$ cat src/sv/rsi_pkg.sv
package rsi_pkg;

    localparam int FRAC_BITS = 16;

    // field widths
    localparam int CRD_W = 32;
    localparam int DST_W = 31;
    localparam int OFS_W = CRD_W + 1;

    // quadratic terms, sized for full precision
    localparam int A_W    = 2 * CRD_W;
    localparam int H_W    = CRD_W + OFS_W + 1;
    localparam int C_W    = 2 * CRD_W + 3;
    localparam int HM_W   = H_W - 1;
    localparam int CM_W   = C_W - 1;
    localparam int HL_W   = (HM_W + 1) / 2;
    localparam int CL_W   = CM_W / 2;
    localparam int AL_W   = A_W / 2;
    localparam int SQ_W   = 2 * HM_W;
    localparam int DISC_W = SQ_W + 2;

    // a nonnegative discriminant never exceeds a * r * r
    localparam int RAD_W  = 2 * (CRD_W + DST_W);
    localparam int ROOT_W = RAD_W / 2;

    localparam int NUM_W  = H_W + 1;
    localparam int QT_W   = DST_W;
    localparam int REM_W  = (A_W + QT_W > NUM_W - 1 + FRAC_BITS) ?
                            (A_W + QT_W) : (NUM_W - 1 + FRAC_BITS);

    typedef struct packed {
        logic        [DST_W-1:0] nearest_in;
        logic        [DST_W-1:0] radius;
        logic signed [CRD_W-1:0] center_z;
        logic signed [CRD_W-1:0] center_y;
        logic signed [CRD_W-1:0] center_x;
        logic signed [CRD_W-1:0] dir_z;
        logic signed [CRD_W-1:0] dir_y;
        logic signed [CRD_W-1:0] dir_x;
        logic signed [CRD_W-1:0] origin_z;
        logic signed [CRD_W-1:0] origin_y;
        logic signed [CRD_W-1:0] origin_x;
    } rsi_ray_t;

    localparam int RAY_W   = $bits(rsi_ray_t);
    localparam int IN_TW   = ((RAY_W + 7) / 8) * 8;
    localparam int OUT_W   = 1 + DST_W;
    localparam int OUT_TW  = ((OUT_W + 7) / 8) * 8;

    // side data that rides along with the discriminant and root
    typedef struct packed {
        logic signed [H_W-1:0]   h;
        logic        [A_W-1:0]   a;
        logic        [DST_W-1:0] nearest;
        logic                    miss;
    } rsi_carry_t;

    // side data for root selection and the divider
    typedef struct packed {
        logic                    ok;
        logic        [A_W-1:0]   a;
        logic        [DST_W-1:0] nearest;
    } rsi_div_t;

endpackage

$ cat src/sv/rsi_select.sv
module rsi_select (
    input  logic                        clk,
    input  logic                        rst_n,
    input  logic                        en,
    input  logic                        in_valid,
    input  logic [rsi_pkg::ROOT_W-1:0]  in_root,
    input  rsi_pkg::rsi_carry_t         in_carry,
    output logic                        out_valid,
    output logic [rsi_pkg::REM_W-1:0]   out_rem,
    output rsi_pkg::rsi_div_t           out_ctl
);
    import rsi_pkg::*;

    localparam int NSTG = 3;

    logic [NSTG-1:0]         v_reg, v_next;
    logic signed [NUM_W-1:0] nn_reg, nn_next;
    logic signed [NUM_W-1:0] nf_reg, nf_next;
    rsi_div_t                k1_reg, k1_next;
    logic signed [NUM_W-1:0] sel_reg, sel_next;
    rsi_div_t                k2_reg, k2_next;
    logic [REM_W-1:0]        x_reg, x_next;
    rsi_div_t                k3_reg, k3_next;
    logic [REM_W-1:0]        near_sh, sel_sh;

    assign v_next = {v_reg[NSTG-2:0], in_valid};

    always_comb
    begin
        nn_next         = -NUM_W'(in_carry.h) - NUM_W'(in_root);
        nf_next         = -NUM_W'(in_carry.h) + NUM_W'(in_root);
        k1_next.ok      = !in_carry.miss;
        k1_next.a       = in_carry.a;
        k1_next.nearest = in_carry.nearest;
    end

    // near root counts only if its truncated distance is at least one lsb
    always_comb
    begin
        near_sh  = REM_W'(nn_reg[NUM_W-2:0]) << FRAC_BITS;
        sel_next = (!nn_reg[NUM_W-1] && near_sh >= REM_W'(k1_reg.a)) ? nn_reg : nf_reg;
        k2_next  = k1_reg;
    end

    // quotient must land in [1, 2^QT_W) for the divider
    always_comb
    begin
        sel_sh     = REM_W'(sel_reg[NUM_W-2:0]) << FRAC_BITS;
        x_next     = sel_sh;
        k3_next    = k2_reg;
        k3_next.ok = k2_reg.ok && !sel_reg[NUM_W-1] && (sel_sh >= REM_W'(k2_reg.a))
                   && (sel_sh < (REM_W'(k2_reg.a) << QT_W));
    end

    always_ff @(posedge clk or negedge rst_n)
    begin
        if (!rst_n)
            v_reg <= '0;
        else if (en)
            v_reg <= v_next;
    end

    always_ff @(posedge clk)
    begin
        if (en)
        begin
            nn_reg  <= nn_next;
            nf_reg  <= nf_next;
            k1_reg  <= k1_next;
            sel_reg <= sel_next;
            k2_reg  <= k2_next;
            x_reg   <= x_next;
            k3_reg  <= k3_next;
        end
    end

    assign out_valid = v_reg[NSTG-1];
    assign out_rem   = x_reg;
    assign out_ctl   = k3_reg;

endmodule

$ cat config.mk
export PLATFORM = sky130hd
export DESIGN_NAME = rsi_select
export DESIGN_NICKNAME = d
export VERILOG_FILES = /design/src/sv/rsi_pkg.sv /design/src/sv/rsi_select.sv
export SDC_FILE = /design/constraint.sdc
export NUM_CORES = 1
export LEC_CHECK = 0
export ABC_AREA = 1
export BUFFER_PORTS_ARGS = -buffer_cell sky130_fd_sc_hd__clkbuf_2
export CAP_MARGIN = 20
export CELL_PAD_IN_SITES_DETAIL_PLACEMENT = 1
export CELL_PAD_IN_SITES_GLOBAL_PLACEMENT = 2
export CORE_UTILIZATION = 30
export CTS_CLUSTER_DIAMETER = 100
export DETAILED_ROUTE_END_ITERATION = 8
export GPL_ROUTABILITY_DRIVEN = 0
export PLACE_DENSITY_LB_ADDON = 0.08
export SYNTH_ARGS = -nofsm -noshare
export SYNTH_HDL_FRONTEND = slang
export SYNTH_SLANG_ARGS = --single-unit
$ cat constraint.sdc
create_clock -name clk -period 4.5 [get_ports clk]
set_clock_uncertainty 0.15 [all_clocks]
set_input_delay 0.45 -clock clk [delete_from_list [all_inputs] [get_ports clk]]
set_output_delay 0.45 -clock clk [all_outputs]
set_load 0.005 [all_outputs]
==> impl_metrics.env <==
export IMPL_rr_endpoint="sel_reg[51]"
export IMPL_initial_utilization_pct=30.3
export IMPL_layout_common_cells="nand2_1 (646), inv_1 (605), edfxtp_1 (554), buf_4 (508), nor2_1 (424)"
export IMPL_clk_pin_slew_ns=0.06
export IMPL_cap_violations=0
export IMPL_hpwl_um=121000
export IMPL_syn_to_final_growth_pct=30.2
export IMPL_fin_area_um2=44300
export IMPL_drtIter0Drc=1367
export IMPL_grt_max_degree=95
export IMPL_worstMarginPinSlew_ns=0.879
export IMPL_grt_pass1_wl_um=203000
export IMPL_rsz0062_at_grt="false"
export IMPL_num_antenna_cells=0
export IMPL_overflow=0
export IMPL_synthTopCellsByArea="edfxtp_1 (49%), ha_1 (10%), nand2_1 (7.1%)"
export IMPL_max_freq_ghz=0.233
export IMPL_worstPathMaxFanout=6
export IMPL_reg2reg_depth=13
export IMPL_via_per_inst=4.59
export IMPL_slew_headroom_pct=41.4
export IMPL_placedInstanceArea_um2=41400
export IMPL_die_w_um=339
export IMPL_yosysWarningCount=0
export IMPL_fin_setup_tns_ns=0
export IMPL_clk_latency_ns=0.63
export IMPL_final_max_slew_viol_count=0
export IMPL_cts_tree="yes"
export IMPL_layout_drive_gt1_share_pct=22.5
export IMPL_r2r_start="nn_reg[41]"
export IMPL_nNetsFinal=5238
export IMPL_ys_seq_elements=557
export IMPL_min_to="nf_reg[1]"
export IMPL_fillCellCount=13200
export IMPL_cts_buffers=57
export IMPL_dieArea_um2=115000
export IMPL_io_buffers=391
export IMPL_cellPowerDensity_nw_per_um2=346
export IMPL_grt_usage_pct=24.1
export IMPL_cts_htree_levels=2
export IMPL_root_buffer="clkbuf_16"
export IMPL_ios=421
export IMPL_path_class="input pin to flop"
export IMPL_cp_end_kind="flop"
export IMPL_design_core_area_um2=112000
export IMPL_hp_class="input pin to flop"
export IMPL_synth_area_um2=34000
export IMPL_ir_drop_mv=0.329
export IMPL_finalCriticalPeriod_ns=4.28
export IMPL_synth_edf_count=554
export IMPL_min_from="in_root[1]"
export IMPL_setup_violations_final=0
export IMPL_synth_area_leader_cell="edfxtp_1"
export IMPL_die_h_um=339
export IMPL_worst_slack_ns=0.216
export IMPL_antenna_left=0
export IMPL_vias=28800
export IMPL_hold_viol=0
export IMPL_cts_sinks=557
export IMPL_worstSetupStartpointType="input pin"
export IMPL_ff_latch_area_um2=16700
export IMPL_clock_path_buffers=3
export IMPL_grt_pass1_vias=30800
export IMPL_synth_cell_type_count=57
export IMPL_placementRows=123
export IMPL_crit_arrival_ns=4.51
export IMPL_wl_per_cell_um=22.3
export IMPL_wirelength_um=140000
export IMPL_syn_inst=3738
export IMPL_synth_top_flop_cell="edfxtp_1"
export IMPL_status="finished clean"
export IMPL_drt_pass1_iter_count=5
export IMPL_final_core_util_pct=39.4
export IMPL_multiInputGateArea_um2=14600
export IMPL_final_common_cell="nand2_1"
export IMPL_ys_seq_area_share_pct=49.1
export IMPL_avgSynthCellArea_um2=9.11
export IMPL_synth_top_cell_area_share_pct=48.9
export IMPL_min_period_over_period_pct=95.2
export IMPL_worstPathRequired_ns=4.73
export IMPL_async_flop_share_pct=0.539
export IMPL_whs_path_depth=2
export IMPL_p_leak_nw=20.1
export IMPL_antenna_found_initial=2
export IMPL_drc=0
export IMPL_post_place_ws_ns=-0.448
export IMPL_power_total_mw=15.3
export IMPL_r2r_setup_slack_ns=1.21
-- where the power goes --
part           switching, mW  internal (mW)
clock                   2.07           2.80
sequential             0.375           6.41
combinational           2.25           1.43
-- Yosys cell counts, types with 4 or more instances --
cell and count:
nor2_4 11, o211ai_1 7, xor2_1 140, a21oi_2 4
o221ai_1 4, a31oi_1 10, nor2_2 21, o21ai_1 17
nand3b_1 7, o21ai_0 134, a21oi_1 287, edfxtp_1 554
nand3_1 201, ha_1 273, buf_2 51, nand2_4 5
buf_4 31, nand2_2 12, a21o_1 15, xnor2_1 27
o21bai_1 31, inv_1 606, nor3_1 50, nand3_2 8
nor4_2 4, o21a_1 17, inv_2 4, nand2_1 647
nor4_1 25, a21boi_1 4, nor2_1 425, nand4_1 55
clkbuf_1 15
-- layer usage --
layer | global-route usage, % | wire [µm]
met2 | 41.4 | 67300
met4 | 7.06 | 4220
met1 | 32.2 | 64800
met3 | 1.96 | 3910
met5 | 0 | 0
-- how the worst max path moves through the flow --
stage                     slack, ns  depth (start not counted)    endpoint          from
after floorplan                0.73                         26  nf_reg[66]  in_carry[96]
after global placement        -0.40                         28  nf_reg[58]  in_carry[96]
after detailed placement      -0.45                         26  nf_reg[53]  in_carry[96]
after CTS                      0.22                         26  nf_reg[53]  in_carry[96]
after global routing           0.01                         28  nf_reg[58]  in_carry[96]
final                          0.22                         24  nf_reg[64]  in_carry[96]
-- cell type report --
type / count / area share [%]
clock buffer: 70 / 3.33
clock inverter: 33 / 0.940
inverter: 611 / 5.18
multi-input combinational: 2500 / 32.9
sequential: 557 / 37.7
tap: 1500 / 4.23
timing repair buffer: 1007 / 15.7
-- worst max-delay path, cell delays in order --
cell	delay, ns
clkbuf_2	0.11
inv_1	0.09
ha_1	0.28
nand3_2	0.12
nor2_2	0.15
nand2_2	0.10
nor2_2	0.11
nand2_1	0.10
nor2_2	0.13
nand2_2	0.09
buf_4	0.17
nor4_2	0.16
xor2_1	0.22
ha_1	0.32
nor2_1	0.43
nand2_1	0.23
nor2_1	0.20
nand2_1	0.12
nor2_1	0.11
nand2_1	0.08
nand3_1	0.28
nand4_1	0.25
nand3_1	0.15
nand2_1	0.05
-- timing repair --
item / CTS / global route
buffers inserted: 0 / 0
hold buffers: 99 / 0
endpoints found under the hold margin: 100 / 0
gates resized for setup: 0 / 2
endpoints found under the setup margin: 0 / 2
-- logic make-up (layout without fill, tap and decap cells) --
| family | Yosys count | after routing | share of synthesized area (%) |
|---|---|---|---|
| adder cells (fa/ha/maj) | 275 | 275 | 10.2 |
| multiplexers | 1 | 1 | 0.0331 |
| buffers and inverters | 709 | 1721 | 8.36 |
| other | 1 | 29 | 0.0110 |
| AO/OA/AOI/OAI | 541 | 541 | 8.76 |
| AND/OR/NAND/NOR | 1487 | 1487 | 19.3 |
| XOR/XNOR | 167 | 167 | 4.30 |
| flip-flops | 557 | 557 | 49.1 |
-- metrics by stage --
stage	std cells	hold slack [ns]
after floorplan	3766	0.00441
after global placement	6076	0.100
after detailed placement	6076	0.106
after CTS	6278	0.0384
after global routing	6278	0.0625
final	6278	0.0705
Note: power is estimated with default switching activity, not from simulation.
